<file path="src/tcp_opt_pkg.sv">
`timescale 1ns / 1ps
`default_nettype none

package tcp_opt_pkg;

    typedef enum logic [2:0] {
        PH_KIND,
        PH_LEN,
        PH_BODY,
        PH_STOP_OK,
        PH_STOP_FAIL
    } t_phase;

    localparam logic [7:0] KIND_EOL    = 8'd0;
    localparam logic [7:0] KIND_NOP    = 8'd1;
    localparam logic [7:0] KIND_MSS    = 8'd2;
    localparam logic [7:0] KIND_WSCALE = 8'd3;
    localparam logic [7:0] KIND_SACKP  = 8'd4;
    localparam logic [7:0] KIND_SACK   = 8'd5;
    localparam logic [7:0] KIND_TS     = 8'd8;

    localparam logic [7:0] MIN_LEN_MSS    = 8'd4;
    localparam logic [7:0] MIN_LEN_WSCALE = 8'd3;
    localparam logic [7:0] MIN_LEN_TS     = 8'd10;
    localparam logic [7:0] MIN_LEN_OTHER  = 8'd2;
    localparam logic [7:0] LEN_HEADER     = 8'd2;

    localparam int SEEN_MSS   = 0;
    localparam int SEEN_WS    = 1;
    localparam int SEEN_SACKP = 2;
    localparam int SEEN_TS    = 3;

    typedef struct packed {
        logic [7:0] option_byte;
        logic       last_byte;
    } t_in_item;

    typedef struct packed {
        logic        ok;
        logic        mss_seen;
        logic [15:0] mss_value;
        logic        wscale_seen;
        logic [7:0]  wscale_value;
        logic        sack_permitted_seen;
        logic        timestamp_seen;
        logic [31:0] timestamp_value;
        logic [31:0] timestamp_echo;
    } t_out_item;

    function automatic logic kind_known(input logic [7:0] kind);
        return (kind == KIND_MSS) || (kind == KIND_WSCALE) || (kind == KIND_SACKP) ||
               (kind == KIND_SACK) || (kind == KIND_TS);
    endfunction

    function automatic logic [7:0] kind_minimum(input logic [7:0] kind);
        logic [7:0] min_len;
        case (kind)
            KIND_MSS:    min_len = MIN_LEN_MSS;
            KIND_WSCALE: min_len = MIN_LEN_WSCALE;
            KIND_TS:     min_len = MIN_LEN_TS;
            default:     min_len = MIN_LEN_OTHER;
        endcase
        return min_len;
    endfunction

endpackage

`default_nettype wire

</file>
<file path="src/tcp_option_parser_core.sv">
// TCP option parser. The block takes the option area of one segment one byte per
// transfer, in wire order, with last_byte set on the final byte, and accepts a byte
// in every cycle while the skid entry is empty. Each byte updates a small parse
// state. The transfer that carries the final byte produces one result on the next
// clock edge, in the output register or, while that register still waits
// downstream, in the skid entry; then the parser is back in its reset state for the
// next option area. Input keeps flowing while one result waits downstream; input
// stalls only when both the output register and the skid entry are full.
`timescale 1ns / 1ps
`default_nettype none

module tcp_option_parser_core (
    input  wire                   i_clk,
    input  wire                   i_rst_n,
    input  wire                   i_in_valid,
    output logic                  o_in_ready,
    input  wire tcp_opt_pkg::t_in_item i_in_data,
    output logic                  o_out_valid,
    input  wire                   i_out_ready,
    output tcp_opt_pkg::t_out_item o_out_data
);
    import tcp_opt_pkg::*;

    t_phase      r_phase, n_phase;
    logic [7:0]  r_kind, n_kind;
    logic [7:0]  r_left, n_left;
    logic [3:0]  r_pos, n_pos;
    logic [63:0] r_pending, n_pending;
    logic [15:0] r_mss, n_mss;
    logic [7:0]  r_wscale, n_wscale;
    logic [63:0] r_stamp, n_stamp;
    logic [3:0]  r_seen, n_seen;
    logic        s_commit;
    t_out_item   s_result;

    logic        r_out_valid;
    t_out_item   r_out_data;
    logic        r_skid_valid;
    t_out_item   r_skid_data;

    logic        s_in_fire;
    logic        s_out_fire;
    logic        s_new_result;

    assign o_in_ready   = !r_skid_valid;
    assign s_in_fire    = i_in_valid && o_in_ready;
    assign s_out_fire   = r_out_valid && i_out_ready;
    assign s_new_result = s_in_fire && i_in_data.last_byte;
    assign o_out_valid  = r_out_valid;
    assign o_out_data   = r_out_data;

    always_comb begin
        n_phase   = r_phase;
        n_kind    = r_kind;
        n_left    = r_left;
        n_pos     = r_pos;
        n_pending = r_pending;
        s_commit  = 1'b0;
        case (r_phase)
            PH_KIND: begin
                if (i_in_data.option_byte == KIND_EOL) begin
                    n_phase = PH_STOP_OK;
                end else if (i_in_data.option_byte != KIND_NOP) begin
                    n_kind  = i_in_data.option_byte;
                    n_phase = i_in_data.last_byte ? PH_STOP_FAIL : PH_LEN;
                end
            end
            PH_LEN: begin
                if (!kind_known(r_kind)) begin
                    n_phase = PH_STOP_OK;
                end else if (i_in_data.option_byte < kind_minimum(r_kind)) begin
                    n_phase = PH_STOP_FAIL;
                end else begin
                    n_pending = '0;
                    n_pos     = '0;
                    n_left    = i_in_data.option_byte - LEN_HEADER;
                    if (n_left == 8'd0) begin
                        s_commit = 1'b1;
                        n_phase  = PH_KIND;
                    end else begin
                        n_phase = i_in_data.last_byte ? PH_STOP_FAIL : PH_BODY;
                    end
                end
            end
            PH_BODY: begin
                if (!r_pos[3]) begin
                    for (int i = 0; i < 8; i++) begin
                        if (r_pos[2:0] == 3'(i)) begin
                            n_pending[8 * (7 - i) +: 8] = i_in_data.option_byte;
                        end
                    end
                    n_pos = r_pos + 4'd1;
                end
                n_left = r_left - 8'd1;
                if (n_left == 8'd0) begin
                    s_commit = 1'b1;
                    n_phase  = PH_KIND;
                end else if (i_in_data.last_byte) begin
                    n_phase = PH_STOP_FAIL;
                end
            end
            default: begin
            end
        endcase
    end

    always_comb begin
        n_mss    = r_mss;
        n_wscale = r_wscale;
        n_stamp  = r_stamp;
        n_seen   = r_seen;
        if (s_commit) begin
            case (r_kind)
                KIND_MSS: begin
                    n_mss            = n_pending[63:48];
                    n_seen[SEEN_MSS] = 1'b1;
                end
                KIND_WSCALE: begin
                    n_wscale        = n_pending[63:56];
                    n_seen[SEEN_WS] = 1'b1;
                end
                KIND_SACKP: begin
                    n_seen[SEEN_SACKP] = 1'b1;
                end
                KIND_TS: begin
                    n_stamp         = n_pending;
                    n_seen[SEEN_TS] = 1'b1;
                end
                default: begin
                end
            endcase
        end
        s_result.ok                  = (n_phase != PH_STOP_FAIL);
        s_result.mss_seen            = n_seen[SEEN_MSS];
        s_result.mss_value           = n_seen[SEEN_MSS] ? n_mss : 16'd0;
        s_result.wscale_seen         = n_seen[SEEN_WS];
        s_result.wscale_value        = n_seen[SEEN_WS] ? n_wscale : 8'd0;
        s_result.sack_permitted_seen = n_seen[SEEN_SACKP];
        s_result.timestamp_seen      = n_seen[SEEN_TS];
        s_result.timestamp_value     = n_seen[SEEN_TS] ? n_stamp[63:32] : 32'd0;
        s_result.timestamp_echo      = n_seen[SEEN_TS] ? n_stamp[31:0] : 32'd0;
    end

    always_ff @(posedge i_clk) begin
        if (!i_rst_n) begin
            r_phase <= PH_KIND;
            r_seen  <= '0;
        end else if (s_in_fire) begin
            if (i_in_data.last_byte) begin
                r_phase <= PH_KIND;
                r_seen  <= '0;
            end else begin
                r_phase <= n_phase;
                r_seen  <= n_seen;
            end
        end
    end

    always_ff @(posedge i_clk) begin
        if (s_in_fire) begin
            r_kind    <= n_kind;
            r_left    <= n_left;
            r_pos     <= n_pos;
            r_pending <= n_pending;
            r_mss     <= n_mss;
            r_wscale  <= n_wscale;
            r_stamp   <= n_stamp;
        end
    end

    always_ff @(posedge i_clk) begin
        if (!i_rst_n) begin
            r_out_valid  <= 1'b0;
            r_skid_valid <= 1'b0;
        end else if (r_skid_valid) begin
            if (s_out_fire) begin
                r_skid_valid <= 1'b0;
            end
        end else if (s_new_result) begin
            if (!r_out_valid || s_out_fire) begin
                r_out_valid <= 1'b1;
            end else begin
                r_skid_valid <= 1'b1;
            end
        end else if (s_out_fire) begin
            r_out_valid <= 1'b0;
        end
    end

    always_ff @(posedge i_clk) begin
        if (r_skid_valid) begin
            if (s_out_fire) begin
                r_out_data <= r_skid_data;
            end
        end else if (s_new_result) begin
            if (!r_out_valid || s_out_fire) begin
                r_out_data <= s_result;
            end else begin
                r_skid_data <= s_result;
            end
        end
    end

endmodule

`default_nettype wire

</file>
<file path="config.mk">
export PLATFORM = sky130hd
export DESIGN_NAME = tcp_option_parser_core
export DESIGN_NICKNAME = d
export VERILOG_FILES = /design/src/tcp_opt_pkg.sv /design/src/tcp_option_parser_core.sv
export SDC_FILE = /design/constraint.sdc
export NUM_CORES = 1
export LEC_CHECK = 0
export BUFFER_PORTS_ARGS = -buffer_cell sky130_fd_sc_hd__buf_4
export CAP_MARGIN = 20
export CORE_MARGIN = 2
export CORE_UTILIZATION = 55
export DETAILED_ROUTE_END_ITERATION = 16
export GPL_ROUTABILITY_DRIVEN = 1
export PLACE_DENSITY = 0.85
export SLEW_MARGIN = 40
export SYNTH_ARGS = -nofsm -noshare
export SYNTH_HDL_FRONTEND = slang
export SYNTH_SLANG_ARGS = --single-unit
</file>
<file path="constraint.sdc">
create_clock -name i_clk -period 25.6 [get_ports i_clk]
set_input_delay 3.84 -clock i_clk [delete_from_list [all_inputs] [get_ports i_clk]]
set_output_delay 3.84 -clock i_clk [all_outputs]
set_load 0.01 [all_outputs]
</file>
Yosys cells after proc, flatten, opt, wreduce, memory -nomap -nowiden
Index checks and enable logic that the tools add are counted.
- register bits: 367
- word-level logic and storage cells: 148
- equal/unequal tests: 21
- magnitude comparators: 1
- reduce and logical (&&, ||, !) cells: 25
- bitwise logic cells: 3
- multiplexer cells: 65
- add/sub/neg operators: 3
- operator list (kind ; count):
    $mux 93 ; 4
    $mux 64 ; 5
    $pmux 64 s2 ; 1
    $mux 8 ; 15
    $mux 32 ; 2
    $mux 16 ; 3
    $mux 3 ; 10
    $logic_not 8->1 ; 3
    $mux 4 ; 5
    $eq 8x2->1 const B ; 2
    $eq 8x3->1 const B ; 2
    $pmux 8 s2 ; 1
    $mux 1 ; 15
    $eq 3x3->1 const B ; 4
    $pmux 4 s3 ; 1
    $eq 3x2->1 const B ; 3
    $pmux 3 s3 ; 1
    $reduce_and 3->1 ; 3
    $eq 8x4->1 const B ; 1
    $lt 8x8->1 ; 1
    $ne 8x1->1 const B ; 1
    $pmux 4 s2 ; 1
    $reduce_and 4->1 ; 2
    $reduce_bool 2->1 ; 4
    14 further kinds ; 28

Logic depth before layout (Yosys ltp)
- depth after elaboration: 17
- depth in mapped cells: 14
- mapped depth without buffers: 10

Least setup slack after synthesis
OpenSTA, ideal clock, no wires.
- kind: input to register
- from: input i_in_valid
- to: register r_out_data (netlist bit o_out_data[0]), enable pin
- setup time: 575 ps
- buffers on the path: 1
- setup slack: 13006 ps
- cell stages on the path: 5
- arrival: 12019 ps
- required time: 25025 ps
- cells stage by stage: nand2_1 > clkbuf_1 > inv_1 > nand2_1 > a21oi_1
- cells in the longest elaborated chain, start to end: 4
- ends and longest elaborated chain (item ; RTL line ; source):
    from (decl) ; tcp_option_parser_core.sv:15 ; input wire i_in_valid,
    $logic_and 1x1->1 ; tcp_option_parser_core.sv:46 ; assign s_in_fire = i_in_valid && o_in_ready;
    net s_in_fire ; tcp_option_parser_core.sv:41 ; logic s_in_fire;
    $logic_and 1x1->1 ; tcp_option_parser_core.sv:48 ; assign s_new_result = s_in_fire && i_in_data.last_byte;
    $reduce_bool 2->1 (no source line) ; -- ;
    $reduce_and 3->1 (no source line) ; -- ;
    to (signal assigned) ; tcp_option_parser_core.sv:193 ; r_out_data <= r_skid_data;
    to (signal assigned) ; tcp_option_parser_core.sv:197 ; r_out_data <= s_result;
    to (decl) ; tcp_option_parser_core.sv:37 ; t_out_item r_out_data;
The timed path passes the listed nets, and every way through them passes these cells.
A chain may end at the register's enable or synchronous reset.

==> summary.md <==
| Metric | Value |
|---|---|
| Status | finished, final reports clean |
| Post-synth EDFFs | 358 |
| Final Hold Fails | 0 |
| Slowest CP cell | buf_4 |
| LEAKAGE | 7.90 nW |
| Area after DPL | around 18000 sq um |
| Clock Latency Late Sink | about 520 ps |
| Non-Filler Instances | about 1800 |
| Final Instance Area | about 19000 sq um |
| CP peak stage delay | ~540 ps |
| Most frequent cell after synthesis | edfxtp_1 |
| Hold WS | between 500 and 600 ps |
| Sequential fraction of the synthesis area | 0.654 |
| Drt pass-1 iters | 5 |
| Hold Buf Count CTS | 0 |
| Crit path capture type | flop |
| Fmax | 0.152 GHz |
| Most used DFF post-synth | edfxtp_1 |
| Antenna cell count | 0 |
| Core area | between 20000 and 30000 sq um |
| Worst R2R End | o_out_data[75]$_DFFE_PP_ |
| Synth async-reset ratio | 0 |
| Layout cells sized above 1 | 0.207 |
| Slew Viols, Final | 0 |
| Largest net degree at the start of global routing | 96 |
| Cell Area, Synth | 16700 sq um |
| Port Buffers | 107 |
| Worst endpoint required time | 25870 ps |
| Slew margin rel. | 0.456 |
| Total gr overflow | 0 |
| TNS Setup | 0 ps |
| Final net count | 1392 |
| Distinct cell type count of the synthesized netlist | 58 |
| RSZ-0062 raised after global routing | no |
| Cells after Synth | 1289 |
| Critical path depth in cells | 9 |
| WL per Instance | 19.9 um |
| Vias in the first global route | 10322 |
| Crit-path most repeated cell | buf_4 |
| Critical path fanouts, max | 47 |
| Routed vias | 10448 |
| Leading area contributor after synthesis | edfxtp_1 |
| Synth area leaders | edfxtp_1 64%, mux2_2 6.3%, nand2_1 5.7% |
| GP Congestion | 0.862 |
| R2R Setup Slk | ~21000 ps |
| Overall routing resource usage | 0.224 |
| Pwr/cell area | 69.0 nW/um^2 |
| Initial core utilization | 0.561 |
| Seq cells post-synth | 367 |
| Commonest cells in the netlist | 358 x edfxtp_1, 254 x nand2_1, 98 x o21ai_0 |
| Vias per Instance | slightly below 6 |
| WP data arrival | 6850 ps |
| Clk root buf | clkbuf_16 |
| Pwr Total | 1.31 mW |
| Initial antenna violation count | 0 |
| Cell family with most CP delay | compound AO/OA/AOI/OAI gates |
| Max Root-Sink Buffers | 3 |
| Rows | 63 |
| Cell count after placement | 1716 |
| Filler cell count | 2167 |
| Worst Max-Slew Pin Slew | 816 ps |
| Die extent in x | 178 um |
| VDD IR max | 0.0000463 V |
| 1st-iter DRT viols | 903 |
| Critical-path cell list | buf_4, ha_1, o211ai_1, a41oi_1, o211a_1, buf_4, a2bb2oi_1, mux2i_1, mux2_2 |
| Tcrit/Tclk final | 0.257 |
| First-pass GRT wire length | about 56 mm |
| H-tree levels | 2 |
| Post-CTS Resized | 0 |
| Post-Syn Nets | 1314 |
| Final WL | 35.4 mm |
| Yosys warns | 0 |
| Ports | 108 |
| Crit path buffers/inverters | 2 |
| CTS Sinks | 367 |
| Final setup violation count | 0 |
| Mean area per synthesized cell | about 13 sq um |
| Hold WC Path Type | flop to flop |
| Reg2reg start | r_kind[5]$_DFFE_PP_ |
| Origin of the worst setup path | i_in_data[4] |
| Routed Antenna Nets | 0 |
| Num CTS Buffers | 39 |
| Critical path class | primary input to flop |
| Worst Reg2Reg Path Length in Cells | 10 |
| Final Skew | ~18 ps |
| Post-CTS Setup Inserts | 0 |
| Min Tclk post-route | 6580 ps |
| Detailed Place HPWL | 21.2 mm |
| Clock slew at reported path FFs | 60 ps |
| Die area | 31800 sq um |
| Setup crit end | o_out_data[75]$_DFFE_PP_ |
| TritonCTS clock tree | built |
| DRC Markers | 0 |
| CP startpoint kind | primary input |
| Die height | 178 um |
| Max-Cap Viols | 0 |
| Area Growth Syn to Fin | 13.5% |
| Yosys top cell area share | 0.643 |
layer usage:
layer / share of wire / vias up / track usage
li1: - / 4838 / -
met1: 0.42 / 5112 / 0.300
met2: 0.49 / 422 / 0.376
met3: 0.065 / 76 / 0.0341
met4: 0.028 / 0 / 0.0755
met5: 0 / - / 0
worst min-delay path: cells and delay by family (launching register included):
| family | cells | cell delay [ps] |
|---|---|---|
| AO/OA/AOI/OAI | 1 | 50 |
| flip-flops | 1 | 340 |
| AND/OR/NAND/NOR | 1 | 90 |
worst min path at each step:
stage	startpoint	to	cells past startpoint
2_1_floorplan	r_seen[2]$_SDFFE_PN0P_	r_seen[2]$_SDFFE_PN0P_	2
3_3_place_gp	r_seen[2]$_SDFFE_PN0P_	r_seen[2]$_SDFFE_PN0P_	2
3_5_place_dp	r_seen[2]$_SDFFE_PN0P_	r_seen[2]$_SDFFE_PN0P_	2
4_1_cts	r_seen[2]$_SDFFE_PN0P_	r_seen[2]$_SDFFE_PN0P_	2
5_1_grt	r_seen[2]$_SDFFE_PN0P_	r_seen[2]$_SDFFE_PN0P_	2
6_report	r_seen[2]$_SDFFE_PN0P_	r_seen[2]$_SDFFE_PN0P_	2
registers in the layout (all words and copies together), names as in the netlist:
| name | flops |
|---|---|
| o_out_data | 93 |
| o_out_valid | 1 |
| r_kind | 8 |
| r_left | 8 |
| r_mss | 16 |
| r_pending | 64 |
| r_phase | 3 |
| r_pos | 4 |
| r_seen | 4 |
| r_skid_data | 93 |
| r_skid_valid | 1 |
| r_stamp | 64 |
| r_wscale | 8 |
power breakdown:
group	leakage (nW)	switching, mW	internal (mW)
registers	3.41	0.0122	0.689
logic	3.91	0.0493	0.0276
clock network	0.577	0.221	0.309
through the flow:
| stage | setup slack [ps] | utilization |
|---|---|---|
| global placement | 18460 | 0.595 |
| CTS | 18920 | 0.636 |
| global route | 18870 | 0.636 |
| floorplan | 13010 | - |
| detailed placement | 18350 | 0.596 |
| finish | 19020 | 0.636 |
kinds of logic after synthesis:
family | after synthesis | synth area share
flops | 367 | 0.654
fa+ha+maj | 12 | 0.00899
xor+xnor | 11 | 0.00577
mux | 181 | 0.115
buf+inv | 163 | 0.0410
compound gates | 207 | 0.0845
simple gates | 348 | 0.0902
final cells by class:
class | count | area [sq um] | share of cell area
Clock inverter | 18 | 135 | 0.00713
Multi-Input combinational cell | 759 | 5140 | 0.271
Clock buffer | 45 | 1040 | 0.0549
Timing Repair Buffer | 121 | 922 | 0.0486
Tap cell | 390 | 488 | 0.0257
Sequential cell | 367 | 10900 | 0.576
Inverter | 79 | 303 | 0.0160
placed cells by master, fill, tap and decap left out, drive strengths merged, types with 10 or more instances in the layout:
cell type / n
clkinv: 15
a2bb2oi: 57
mux2: 93
inv: 79
a21oi: 12
o21ai: 99
ha: 12
buf: 120
a31oi: 10
clkbuf: 46
mux2i: 88
nand2: 254
nor2: 32
edfxtp: 358
Power figures use the tool's default switching activity.
